## config.mk

```make
export PLATFORM = sky130hd
export DESIGN_NAME = texture_column_span_generator_unit_flat
export DESIGN_NICKNAME = d
export VERILOG_FILES = /design/src/hw/rtl/tcsg_pkg.sv /design/src/hw/rtl/tcsg_cmd_if.sv /design/src/hw/rtl/tcsg_pix_if.sv /design/src/hw/rtl/texture_column_span_generator_unit.sv /design/src/flat_wrapper.sv
export SDC_FILE = /design/constraint.sdc
export NUM_CORES = 1
export LEC_CHECK = 0
export BUFFER_PORTS_ARGS = -buffer_cell sky130_fd_sc_hd__buf_2
export CORE_MARGIN = 8
export CORE_UTILIZATION = 56
export DETAILED_ROUTE_END_ITERATION = 8
export HOLD_SLACK_MARGIN = 0.12
export PLACE_DENSITY = 0.8
export SLEW_MARGIN = 20
export SYNTH_ARGS = -nofsm -noshare
export SYNTH_HDL_FRONTEND = slang
export SYNTH_SLANG_ARGS = --single-unit
```

## constraint.sdc

```tcl
create_clock -name clk -period 4.65 [get_ports clk]
set_input_delay 0.93 -clock clk [delete_from_list [all_inputs] [get_ports clk]]
set_output_delay 0.93 -clock clk [all_outputs]
set_load 0.005 [all_outputs]
```

## src/hw/rtl/tcsg_pkg.sv

```systemverilog
// shared types and constants of the texture column span generator
`default_nettype none

package tcsg_pkg;

  // fractional bits of the texture step and accumulator
  localparam int unsigned FRAC_BITS = 16;

  // payload widths
  localparam int unsigned ROW_IN_W   = 10;
  localparam int unsigned SEL_W      = 4;
  localparam int unsigned TCOL_W     = 6;
  localparam int unsigned SCOL_W     = 9;
  localparam int unsigned ROW_W      = 6;
  localparam int unsigned SOFF_W     = 15;
  localparam int unsigned TOFF_W     = 12;
  localparam int unsigned TEXNUM_W   = 3;
  localparam int unsigned MASK_W     = 8;

  // configuration port
  localparam int unsigned APB_ADDR_W = 2;
  localparam int unsigned APB_DATA_W = 32;
  localparam logic [APB_ADDR_W-1:0] ADDR_TEXTURE_PRESENT_MASK = 2'd0;

  typedef enum logic [1:0] {
    STATUS_DRAWN       = 2'd0,
    STATUS_SKIPPED     = 2'd1,
    STATUS_BAD_TEXTURE = 2'd2
  } status_t;

endpackage

`default_nettype wire

```

## src/hw/rtl/tcsg_cmd_if.sv

```systemverilog
// column command channel
`default_nettype none

interface tcsg_cmd_if;
  logic                                 valid;
  logic                                 ready;
  logic signed [tcsg_pkg::ROW_IN_W-1:0] top_row;
  logic signed [tcsg_pkg::ROW_IN_W-1:0] bottom_row;
  logic        [tcsg_pkg::SEL_W-1:0]    texture_select;
  logic        [tcsg_pkg::TCOL_W-1:0]   texel_column;
  logic        [tcsg_pkg::SCOL_W-1:0]   screen_column;

  modport source (
    output valid, top_row, bottom_row, texture_select, texel_column, screen_column,
    input  ready
  );
  modport sink (
    input  valid, top_row, bottom_row, texture_select, texel_column, screen_column,
    output ready
  );
endinterface

`default_nettype wire

```

## src/hw/rtl/tcsg_pix_if.sv

```systemverilog
// pixel result channel
`default_nettype none

interface tcsg_pix_if;
  logic                            valid;
  logic                            ready;
  logic                            pixel_valid;
  logic [1:0]                      status;
  logic [tcsg_pkg::ROW_W-1:0]      screen_row;
  logic [tcsg_pkg::SOFF_W-1:0]     screen_offset;
  logic [tcsg_pkg::ROW_W-1:0]      texel_row;
  logic [tcsg_pkg::TOFF_W-1:0]     texel_offset;
  logic [tcsg_pkg::TEXNUM_W-1:0]   texture_number;
  logic                            last;

  modport source (
    output valid, pixel_valid, status, screen_row, screen_offset, texel_row,
           texel_offset, texture_number, last,
    input  ready
  );
  modport sink (
    input  valid, pixel_valid, status, screen_row, screen_offset, texel_row,
           texel_offset, texture_number, last,
    output ready
  );
endinterface

`default_nettype wire

```

## src/hw/rtl/texture_column_span_generator_unit.sv

```systemverilog
// top level: wall column span generator with a single restoring divider
// a culled, partly visible, empty or bad-texture command gives its single word
//   in the cycle after acceptance
// a drawn command runs through the restoring divider, one quotient bit per cycle,
//   then emits one word per cycle while the output is taken
// cmd.ready is high only while idle with the output register free or draining
// synchronous active high reset: idle, output empty, texture mask cleared
`default_nettype none

module texture_column_span_generator_unit #(
  parameter int unsigned TEX_SIDE      = 64,
  parameter int unsigned TEX_SIDE_LOG2 = 6,
  parameter int unsigned SCREEN_WIDTH  = 320,
  parameter int unsigned SCREEN_HEIGHT = 64,
  parameter int unsigned TEXTURE_COUNT = 8
) (
  input  wire logic                                 clk,
  input  wire logic                                 rst,
  tcsg_cmd_if.sink                                  cmd,
  tcsg_pix_if.source                                pix,
  input  wire logic                                 psel,
  input  wire logic                                 penable,
  input  wire logic                                 pwrite,
  input  wire logic [tcsg_pkg::APB_ADDR_W-1:0]      paddr,
  input  wire logic [tcsg_pkg::APB_DATA_W-1:0]      pwdata,
  output logic      [tcsg_pkg::APB_DATA_W-1:0]      prdata,
  output logic                                      pready
);

  // texel row bits, dividend width, divisor width, bit counter width, texel word width
  localparam int unsigned TROW_W = $clog2(TEX_SIDE);
  localparam int unsigned NUM_W  = TROW_W + tcsg_pkg::FRAC_BITS;
  localparam int unsigned HGT_W  = $clog2(SCREEN_HEIGHT + 1);
  localparam int unsigned CNT_W  = $clog2(NUM_W);
  localparam int unsigned TWORD_W = TROW_W + TEX_SIDE_LOG2;

  localparam logic [NUM_W-1:0] NUMERATOR =
    NUM_W'((TEX_SIDE - 1) << tcsg_pkg::FRAC_BITS);
  localparam logic [CNT_W-1:0] CNT_LAST = CNT_W'(NUM_W - 1);
  localparam logic signed [tcsg_pkg::ROW_IN_W-1:0] HEIGHT_S =
    tcsg_pkg::ROW_IN_W'(SCREEN_HEIGHT);
  localparam logic [tcsg_pkg::SOFF_W-1:0] WIDTH_W = tcsg_pkg::SOFF_W'(SCREEN_WIDTH);
  localparam logic [tcsg_pkg::TCOL_W-1:0] TCOL_MASK =
    tcsg_pkg::TCOL_W'((1 << TEX_SIDE_LOG2) - 1);

  typedef enum logic [1:0] {
    S_IDLE,
    S_DIV,
    S_EMIT
  } state_t;

  state_t state;

  // configuration
  logic [tcsg_pkg::MASK_W-1:0] texture_present_mask;
  logic                        cfg_write;

  // held command
  logic [tcsg_pkg::TEXNUM_W-1:0] sel;
  logic [tcsg_pkg::TCOL_W-1:0]   tcol;
  logic [tcsg_pkg::ROW_W-1:0]    cur_row;
  logic [tcsg_pkg::ROW_W-1:0]    end_row;
  logic [tcsg_pkg::SOFF_W-1:0]   soff;

  // divider: quo holds the dividend, then the quotient (the step, 6.16 with a 64 texel side)
  logic [HGT_W-1:0] height;
  logic [HGT_W-1:0] rem;
  logic [NUM_W-1:0] quo;
  logic [CNT_W-1:0] cnt;
  logic [HGT_W:0]   shifted;
  logic [HGT_W:0]   diff;
  logic             ge;

  // texture accumulator
  logic [NUM_W-1:0]   acc;
  logic [TROW_W-1:0]  trow;
  logic [TWORD_W-1:0] tex_word;

  // output register
  logic                          out_valid;
  logic                          out_load;
  logic                          out_pixel_valid;
  tcsg_pkg::status_t             out_status;
  logic [tcsg_pkg::ROW_W-1:0]    out_screen_row;
  logic [tcsg_pkg::SOFF_W-1:0]   out_screen_offset;
  logic [tcsg_pkg::ROW_W-1:0]    out_texel_row;
  logic [tcsg_pkg::TOFF_W-1:0]   out_texel_offset;
  logic [tcsg_pkg::TEXNUM_W-1:0] out_texture_number;
  logic                          out_last;

  // command decode
  logic                                 out_free;
  logic                                 cmd_take;
  logic                                 culled;
  logic                                 bad_tex;
  logic                                 empty_span;
  logic signed [tcsg_pkg::ROW_IN_W-1:0] span;
  logic [tcsg_pkg::SOFF_W-1:0]          soff_init;
  logic                                 row_last;

  // apb: always ready, single register
  assign pready    = 1'b1;
  assign cfg_write = psel && penable && pwrite && pready &&
                     (paddr == tcsg_pkg::ADDR_TEXTURE_PRESENT_MASK);

  always_comb begin
    if (paddr == tcsg_pkg::ADDR_TEXTURE_PRESENT_MASK) begin
      prdata = tcsg_pkg::APB_DATA_W'(texture_present_mask);
    end else begin
      prdata = '0;
    end
  end

  // output register may be reloaded when empty or being taken this cycle
  assign out_free  = !out_valid || pix.ready;
  assign cmd.ready = (state == S_IDLE) && out_free;
  assign cmd_take  = cmd.valid && cmd.ready;

  // partly visible columns are not clipped, they skip like culled ones
  assign culled = (cmd.top_row >= HEIGHT_S) || (cmd.bottom_row <= 0) ||
                  (cmd.top_row < 0) || (cmd.bottom_row >= HEIGHT_S);
  assign bad_tex = (32'(cmd.texture_select) >= TEXTURE_COUNT) ||
                   !texture_present_mask[cmd.texture_select[tcsg_pkg::TEXNUM_W-1:0]];
  assign empty_span = cmd.bottom_row < cmd.top_row;
  assign span       = cmd.bottom_row - cmd.top_row + 10'sd1;

  // a word enters the output register: a single status word or a pixel word
  assign out_load = (cmd_take && (culled || bad_tex || empty_span)) ||
                    ((state == S_EMIT) && out_free);

  // screen word of the top row, wrapping at 15 bits
  assign soff_init = tcsg_pkg::SOFF_W'(cmd.screen_column) +
                     tcsg_pkg::SOFF_W'(cmd.top_row[tcsg_pkg::ROW_W-1:0]) * WIDTH_W;

  // one restoring step: shift in the next dividend bit, trial subtract
  assign shifted = {rem, quo[NUM_W-1]};
  assign diff    = shifted - {1'b0, height};
  assign ge      = shifted >= {1'b0, height};

  // texel row is the integer part of the accumulator
  assign trow     = acc[NUM_W-1:tcsg_pkg::FRAC_BITS];
  assign tex_word = (TWORD_W'(trow) << TEX_SIDE_LOG2) + TWORD_W'(tcol);
  assign row_last = cur_row == end_row;

  always_ff @(posedge clk) begin
    if (rst) begin
      state                <= S_IDLE;
      out_valid            <= 1'b0;
      texture_present_mask <= '0;
      cnt                  <= '0;
    end else begin
      if (cfg_write) begin
        texture_present_mask <= pwdata[tcsg_pkg::MASK_W-1:0];
      end
      // held until taken, refilled on a new word
      out_valid <= out_load || (out_valid && !pix.ready);

      unique case (state)
        S_IDLE: begin
          if (cmd_take) begin
            if (culled || bad_tex || empty_span) begin
              // single status word, checks in priority order
              out_pixel_valid    <= 1'b0;
              out_status         <= (!culled && bad_tex) ? tcsg_pkg::STATUS_BAD_TEXTURE
                                                         : tcsg_pkg::STATUS_SKIPPED;
              out_screen_row     <= '0;
              out_screen_offset  <= '0;
              out_texel_row      <= '0;
              out_texel_offset   <= '0;
              out_texture_number <= '0;
              out_last           <= 1'b1;
            end else begin
              sel     <= cmd.texture_select[tcsg_pkg::TEXNUM_W-1:0];
              tcol    <= cmd.texel_column & TCOL_MASK;
              cur_row <= cmd.top_row[tcsg_pkg::ROW_W-1:0];
              end_row <= cmd.bottom_row[tcsg_pkg::ROW_W-1:0];
              soff    <= soff_init;
              height  <= HGT_W'(span);
              rem     <= '0;
              quo     <= NUMERATOR;
              cnt     <= '0;
              state   <= S_DIV;
            end
          end
        end

        S_DIV: begin
          quo <= {quo[NUM_W-2:0], ge};
          rem <= ge ? HGT_W'(diff) : HGT_W'(shifted);
          cnt <= cnt + 1'b1;
          if (cnt == CNT_LAST) begin
            acc   <= '0;
            state <= S_EMIT;
          end
        end

        S_EMIT: begin
          if (out_free) begin
            out_pixel_valid    <= 1'b1;
            out_status         <= tcsg_pkg::STATUS_DRAWN;
            out_screen_row     <= cur_row;
            out_screen_offset  <= soff;
            out_texel_row      <= tcsg_pkg::ROW_W'(trow);
            out_texel_offset   <= tcsg_pkg::TOFF_W'(tex_word);
            out_texture_number <= sel;
            out_last           <= row_last;
            acc                <= acc + quo;
            cur_row            <= cur_row + 1'b1;
            soff               <= soff + WIDTH_W;
            if (row_last) begin
              state <= S_IDLE;
            end
          end
        end

        default: begin
          state <= S_IDLE;
        end
      endcase
    end
  end

  assign pix.valid          = out_valid;
  assign pix.pixel_valid    = out_pixel_valid;
  assign pix.status         = out_status;
  assign pix.screen_row     = out_screen_row;
  assign pix.screen_offset  = out_screen_offset;
  assign pix.texel_row      = out_texel_row;
  assign pix.texel_offset   = out_texel_offset;
  assign pix.texture_number = out_texture_number;
  assign pix.last           = out_last;

  // partial remainder stays below the divisor
  a_rem_below_height: assert property (@(posedge clk) disable iff (rst)
    (state == S_DIV) |-> (rem < height))
    else $error("divider remainder not below span height");

  // emission never runs past the bottom row
  a_row_in_span: assert property (@(posedge clk) disable iff (rst)
    (state == S_EMIT) |-> (cur_row <= end_row))
    else $error("row counter beyond bottom row");

  // texel row stays inside the texture while emitting
  a_trow_in_texture: assert property (@(posedge clk) disable iff (rst)
    (state == S_EMIT) |-> (32'(trow) < TEX_SIDE))
    else $error("texel row outside texture");

  // status words are single and final, pixel words are drawn
  a_status_word: assert property (@(posedge clk) disable iff (rst)
    (pix.valid && !pix.pixel_valid) |->
      (pix.last && (pix.status != tcsg_pkg::STATUS_DRAWN)))
    else $error("status word malformed");

  a_pixel_word: assert property (@(posedge clk) disable iff (rst)
    (pix.valid && pix.pixel_valid) |-> (pix.status == tcsg_pkg::STATUS_DRAWN))
    else $error("pixel word without drawn status");

endmodule

`default_nettype wire

```

## src/flat_wrapper.sv

```systemverilog
// flat-port wrapper written by rule: the top's interface ports become plain ports
module texture_column_span_generator_unit_flat 
#(
  parameter int unsigned TEX_SIDE      = 64,
  parameter int unsigned TEX_SIDE_LOG2 = 6,
  parameter int unsigned SCREEN_WIDTH  = 320,
  parameter int unsigned SCREEN_HEIGHT = 64,
  parameter int unsigned TEXTURE_COUNT = 8
)
  (clk, rst, psel, penable, pwrite, paddr, pwdata, prdata, pready, cmd_valid, cmd_top_row, cmd_bottom_row, cmd_texture_select, cmd_texel_column, cmd_screen_column, cmd_ready, pix_valid, pix_pixel_valid, pix_status, pix_screen_row, pix_screen_offset, pix_texel_row, pix_texel_offset, pix_texture_number, pix_last, pix_ready);
  tcsg_cmd_if cmd_i ();
  tcsg_pix_if pix_i ();
  input  wire logic clk;
  input  wire logic rst;
  input  wire logic psel;
  input  wire logic penable;
  input  wire logic pwrite;
  input  wire logic [tcsg_pkg::APB_ADDR_W-1:0] paddr;
  input  wire logic [tcsg_pkg::APB_DATA_W-1:0] pwdata;
  output logic      [tcsg_pkg::APB_DATA_W-1:0] prdata;
  output logic pready;
  input wire logic [$bits(cmd_i.valid)-1:0] cmd_valid;
  input wire logic [$bits(cmd_i.top_row)-1:0] cmd_top_row;
  input wire logic [$bits(cmd_i.bottom_row)-1:0] cmd_bottom_row;
  input wire logic [$bits(cmd_i.texture_select)-1:0] cmd_texture_select;
  input wire logic [$bits(cmd_i.texel_column)-1:0] cmd_texel_column;
  input wire logic [$bits(cmd_i.screen_column)-1:0] cmd_screen_column;
  output wire logic [$bits(cmd_i.ready)-1:0] cmd_ready;
  output wire logic [$bits(pix_i.valid)-1:0] pix_valid;
  output wire logic [$bits(pix_i.pixel_valid)-1:0] pix_pixel_valid;
  output wire logic [$bits(pix_i.status)-1:0] pix_status;
  output wire logic [$bits(pix_i.screen_row)-1:0] pix_screen_row;
  output wire logic [$bits(pix_i.screen_offset)-1:0] pix_screen_offset;
  output wire logic [$bits(pix_i.texel_row)-1:0] pix_texel_row;
  output wire logic [$bits(pix_i.texel_offset)-1:0] pix_texel_offset;
  output wire logic [$bits(pix_i.texture_number)-1:0] pix_texture_number;
  output wire logic [$bits(pix_i.last)-1:0] pix_last;
  input wire logic [$bits(pix_i.ready)-1:0] pix_ready;
  assign cmd_i.valid = cmd_valid;
  assign cmd_i.top_row = cmd_top_row;
  assign cmd_i.bottom_row = cmd_bottom_row;
  assign cmd_i.texture_select = cmd_texture_select;
  assign cmd_i.texel_column = cmd_texel_column;
  assign cmd_i.screen_column = cmd_screen_column;
  assign cmd_ready = cmd_i.ready;
  assign pix_valid = pix_i.valid;
  assign pix_pixel_valid = pix_i.pixel_valid;
  assign pix_status = pix_i.status;
  assign pix_screen_row = pix_i.screen_row;
  assign pix_screen_offset = pix_i.screen_offset;
  assign pix_texel_row = pix_i.texel_row;
  assign pix_texel_offset = pix_i.texel_offset;
  assign pix_texture_number = pix_i.texture_number;
  assign pix_last = pix_i.last;
  assign pix_i.ready = pix_ready;
  texture_column_span_generator_unit #(.TEX_SIDE(TEX_SIDE), .TEX_SIDE_LOG2(TEX_SIDE_LOG2), .SCREEN_WIDTH(SCREEN_WIDTH), .SCREEN_HEIGHT(SCREEN_HEIGHT), .TEXTURE_COUNT(TEXTURE_COUNT)) u_core (.clk(clk), .rst(rst), .cmd(cmd_i), .pix(pix_i), .psel(psel), .penable(penable), .pwrite(pwrite), .paddr(paddr), .pwdata(pwdata), .prdata(prdata), .pready(pready));
endmodule
```

==> metrics.md <==
| Metric | Value |
|---|---|
| Status | `complete, no violations` |
| Final Skew | `0.00792 ns` |
| Finished Cell Area | `9770 um^2` |
| CP max stage cell | `o21a_2` |
| Hold depth | `1` |
| Final period utilization | `68.2%` |
| Slew headroom | `34.0%` |
| RSZ-0062 raised after global routing | `no` |
| Postcts setup bufs | `0` |
| Async set-reset flop share out of synthesis | `0%` |
| Cts hold-fix bufs | `0` |
| Mapped Cells | `767` |
| Worst slew pin tran | `0.989 ns` |
| Final Max Tran Viols | `0` |
| Seq/Total Area, Yosys | `50.7%` |
| Initial antenna violation count | `0` |
| Num rows | `45` |
| Share of cells above drive strength 1 | `19.1%` |
| Setup WS post-layout | `1.48 ns` |
| Worst r2r src | `u_core.quo[21]` |
| Flops & latches, synth | `150` |
| Post-synth top area cell | `edfxtp_1` |
| Avg Cell Area, Syn | `11.2 um^2` |
| GR Overflow Total | `0` |
| Maxcap violations | `0` |
| Hold slack | `0.519 ns` |
| # fillers | `1154` |
| CP arrival | `3.22 ns` |
| Die area | `19500 um^2` |
| Final Hold Fails | `0` |
| Crit Path Category | `input pin to flip-flop` |
| Port Buf Inserts | `111` |
| Synth-to-Final Area Change | `14.1%` |
| Warnings, synthesis | `0` |
| Cell Chain, Critical Path | `buf_2 > inv_1 > ha_1 > inv_1 > fa_1 > inv_1 > a31oi_1 > a21oi_1 > nor2_1 > o31a_1 > o21a_2` |
| Clock sinks | `150` |
| Post-DP HPWL | `13100 um` |
| Root buffer cell | `clkbuf_16` |
| Critical Path Fanout Max | `40` |
| CP max stage delay | `0.50 ns` |
| Routability cong. | `0.843` |
| Starting Density | `56.8%` |
| Fmax | `0.315 GHz` |
| Post-CTS Resized | `0` |
| First-pass GRT wire length | `29300 um` |
| Most frequent cell on the critical path | `inv_1` |
| Clk Latency, worst-skew pair | `0.43 ns` |
| Critical Path Source Type | `input pin` |
| Initial DRC count | `327` |
| Synth top area share | `47.0%` |
| Max clock buf depth | `2` |
| Drt first pass iters | `5` |
| IO Pins | `161` |
| Vias in the first global route | `5924` |
| Largest net degree at the start of global routing | `71` |
| Endpoints failing setup | `0` |
| Antenna diode count | `0` |
| Ys flop type | `edfxtp_1` |
| Total GRT Usage | `18.6%` |
| Placed cells | `1049` |
| R2R Path End | `u_core.rem[3]` |
| FF-to-FF path depth | `10` |
| NumNets Final | `1027` |
| CP endpoint kind | `flip-flop` |
| CTS buffer count | `17` |
| Placement Cell Area | `9220 um^2` |
| Average routed wire per standard cell | `16.6 um` |
| Post-Syn Area | `8570 um^2` |
| H-tree Lvls | `4` |
| Synth cell count leaders | `edfxtp_1 (134), and2_1 (63), nor2_1 (63), ha_1 (60), inv_1 (44)` |
| Pwr Density | `304 nW/um^2` |
| Fin crit period | `3.17 ns` |
| Hold Startpoint | `u_core.tcol[0]` |
| Worst VDD drop | `257 uV` |
| Largest cells by area after synthesis | `edfxtp_1 (47%), ha_1 (8.8%), and2_1 (4.6%)` |
| Post-Layout Cell Count | `1081` |
| Dpl ws | `1.11 ns` |
| FF+latch area | `4340 um^2` |
| Via/cell ratio | `5.51` |
| Routed Antenna Nets | `0` |
| Die H | `140 um` |
| Synth cell types | `60` |
| Drt total wl | `17900 um` |
| Vias | `5955` |
| Post-synth EDFFs | `134` |
| CTS tree | `done` |
| Worst Path Required | `4.69 ns` |
| Hold Crit Class | `flip-flop to flip-flop` |
| Pleak | `4.00 nW` |
| Clock-pin slew on the worst setup and hold paths | `0.06 ns` |
| Die width | `140 um` |
| Multi-input gate area | `3860 um^2` |
| Core area | `15100 um^2` |
| WHS Endpoint | `u_core.pix.texel_offset[0]` |
| Most frequent cell after synthesis | `edfxtp_1` |
| Reg-to-reg slack, setup | `1.84 ns` |
| Setup TNS | `0 ns` |
| DRC | `0` |
-- worst max-delay path, delay by kind of cell --
kind | cells | cell delay, ns
buffers and inverters | 4 | 0.34
AOI/OAI and AO/OA | 4 | 1.23
adders and majority gates | 2 | 0.56
and+or+nand+nor | 1 | 0.11
-- stage by stage --
step,power [mW],util (%)
final,2.97,64.7
after global routing,3.06,64.7
after CTS,2.99,64.7
after detailed placement,1.72,61.1
after global placement,1.71,61.1
after floorplan,1.66,-
-- final cells by class --
type                            count  area share [%]
Multi-Input combinational cell    547            39.5
Timing Repair Buffer              119            6.30
Inverter                           45            1.73
Clock inverter                     13            1.14
Sequential cell                   150            44.5
Tap cell                          188            2.41
Clock buffer                       19            4.43
-- sequential cells by signal, summed over array words and instances (netlist names) --
| name | cells |
|---|---|
| u_core.end_row | 6 |
| u_core.cur_row | 6 |
| u_core.pix.last | 1 |
| u_core.pix.texel_row | 5 |
| u_core.pix.pixel_valid | 1 |
| u_core.sel | 3 |
| u_core.texture_present_mask | 8 |
| u_core.acc | 22 |
| u_core.pix.screen_offset | 15 |
| u_core.pix.screen_row | 6 |
| u_core.pix.status | 2 |
| u_core.state | 2 |
| u_core.pix.texture_number | 3 |
| u_core.cnt | 5 |
| u_core.soff | 15 |
| u_core.tcol | 6 |
| u_core.rem | 7 |
| u_core.height | 7 |
| u_core.pix.texel_offset | 7 |
| u_core.pix.valid | 1 |
| u_core.quo | 22 |
-- where the power goes --
part | internal, mW | total (mW) | leakage, nW | switching, mW
clock | 0.698 | 1.28 | 0.261 | 0.579
sequential | 1.48 | 1.48 | 1.36 | 0.00469
combinational | 0.0913 | 0.211 | 2.38 | 0.120
total | 2.27 | 2.97 | 4.00 | 0.704
-- kinds of logic (layout without fill, tap and decap cells) --
logic type / count (synthesis) / count (layout) / share of synthesized area, %
and+or+nand+nor: 251 / 251 / 15.8
AOI/OAI and AO/OA: 144 / 144 / 11.1
adders and majority gates: 67 / 67 / 10.4
muxes: 19 / 19 / 2.29
xor gates and xnor gates: 41 / 41 / 4.19
buffers and inverters: 93 / 196 / 5.43
other: 2 / 25 / 0.0877
DFF: 150 / 150 / 50.7
-- layer usage --
| layer | up-vias | part of all wire [%] | GRT usage (%) |
|---|---|---|---|
| met5 | - | 0 | 0 |
| met4 | 0 | 1.3 | 6.97 |
| met3 | 21 | 6.5 | 5.27 |
| met2 | 184 | 47 | 30.0 |
| met1 | 2822 | 46 | 23.4 |
| li1 | 2928 | - | - |
-- cells in the final DEF (no fill, tap or decap), types with 14 or more instances in the layout --
| master | count |
|---|---|
| a21oi_1 | 33 |
| and2_1 | 63 |
| buf_2 | 111 |
| clkbuf_16 | 17 |
| conb_1 | 25 |
| dfxtp_1 | 16 |
| edfxtp_1 | 134 |
| ha_1 | 60 |
| inv_1 | 44 |
| mux2i_1 | 14 |
| nand2_1 | 30 |
| nor2_1 | 62 |
| nor2b_1 | 20 |
| o21ai_0 | 25 |
| xnor2_1 | 20 |
| xor2_1 | 21 |
-- worst max path at each step --
stage                         startpoint  slack, ns                           to  depth (start not counted)
after CTS                 cmd_top_row[2]       1.53  u_core.pix.texel_offset[11]                         11
after global placement    cmd_top_row[9]       1.11              u_core.soff[12]                          6
after detailed placement  cmd_top_row[9]       1.11              u_core.soff[12]                          6
after global routing      cmd_top_row[2]       1.37            u_core.cur_row[3]                         10
after floorplan           cmd_top_row[9]       0.32            u_core.end_row[0]                          5
final                     cmd_top_row[2]       1.48      u_core.pix.texel_row[1]                         11
No activity file was read; power rests on OpenSTA's default activity.
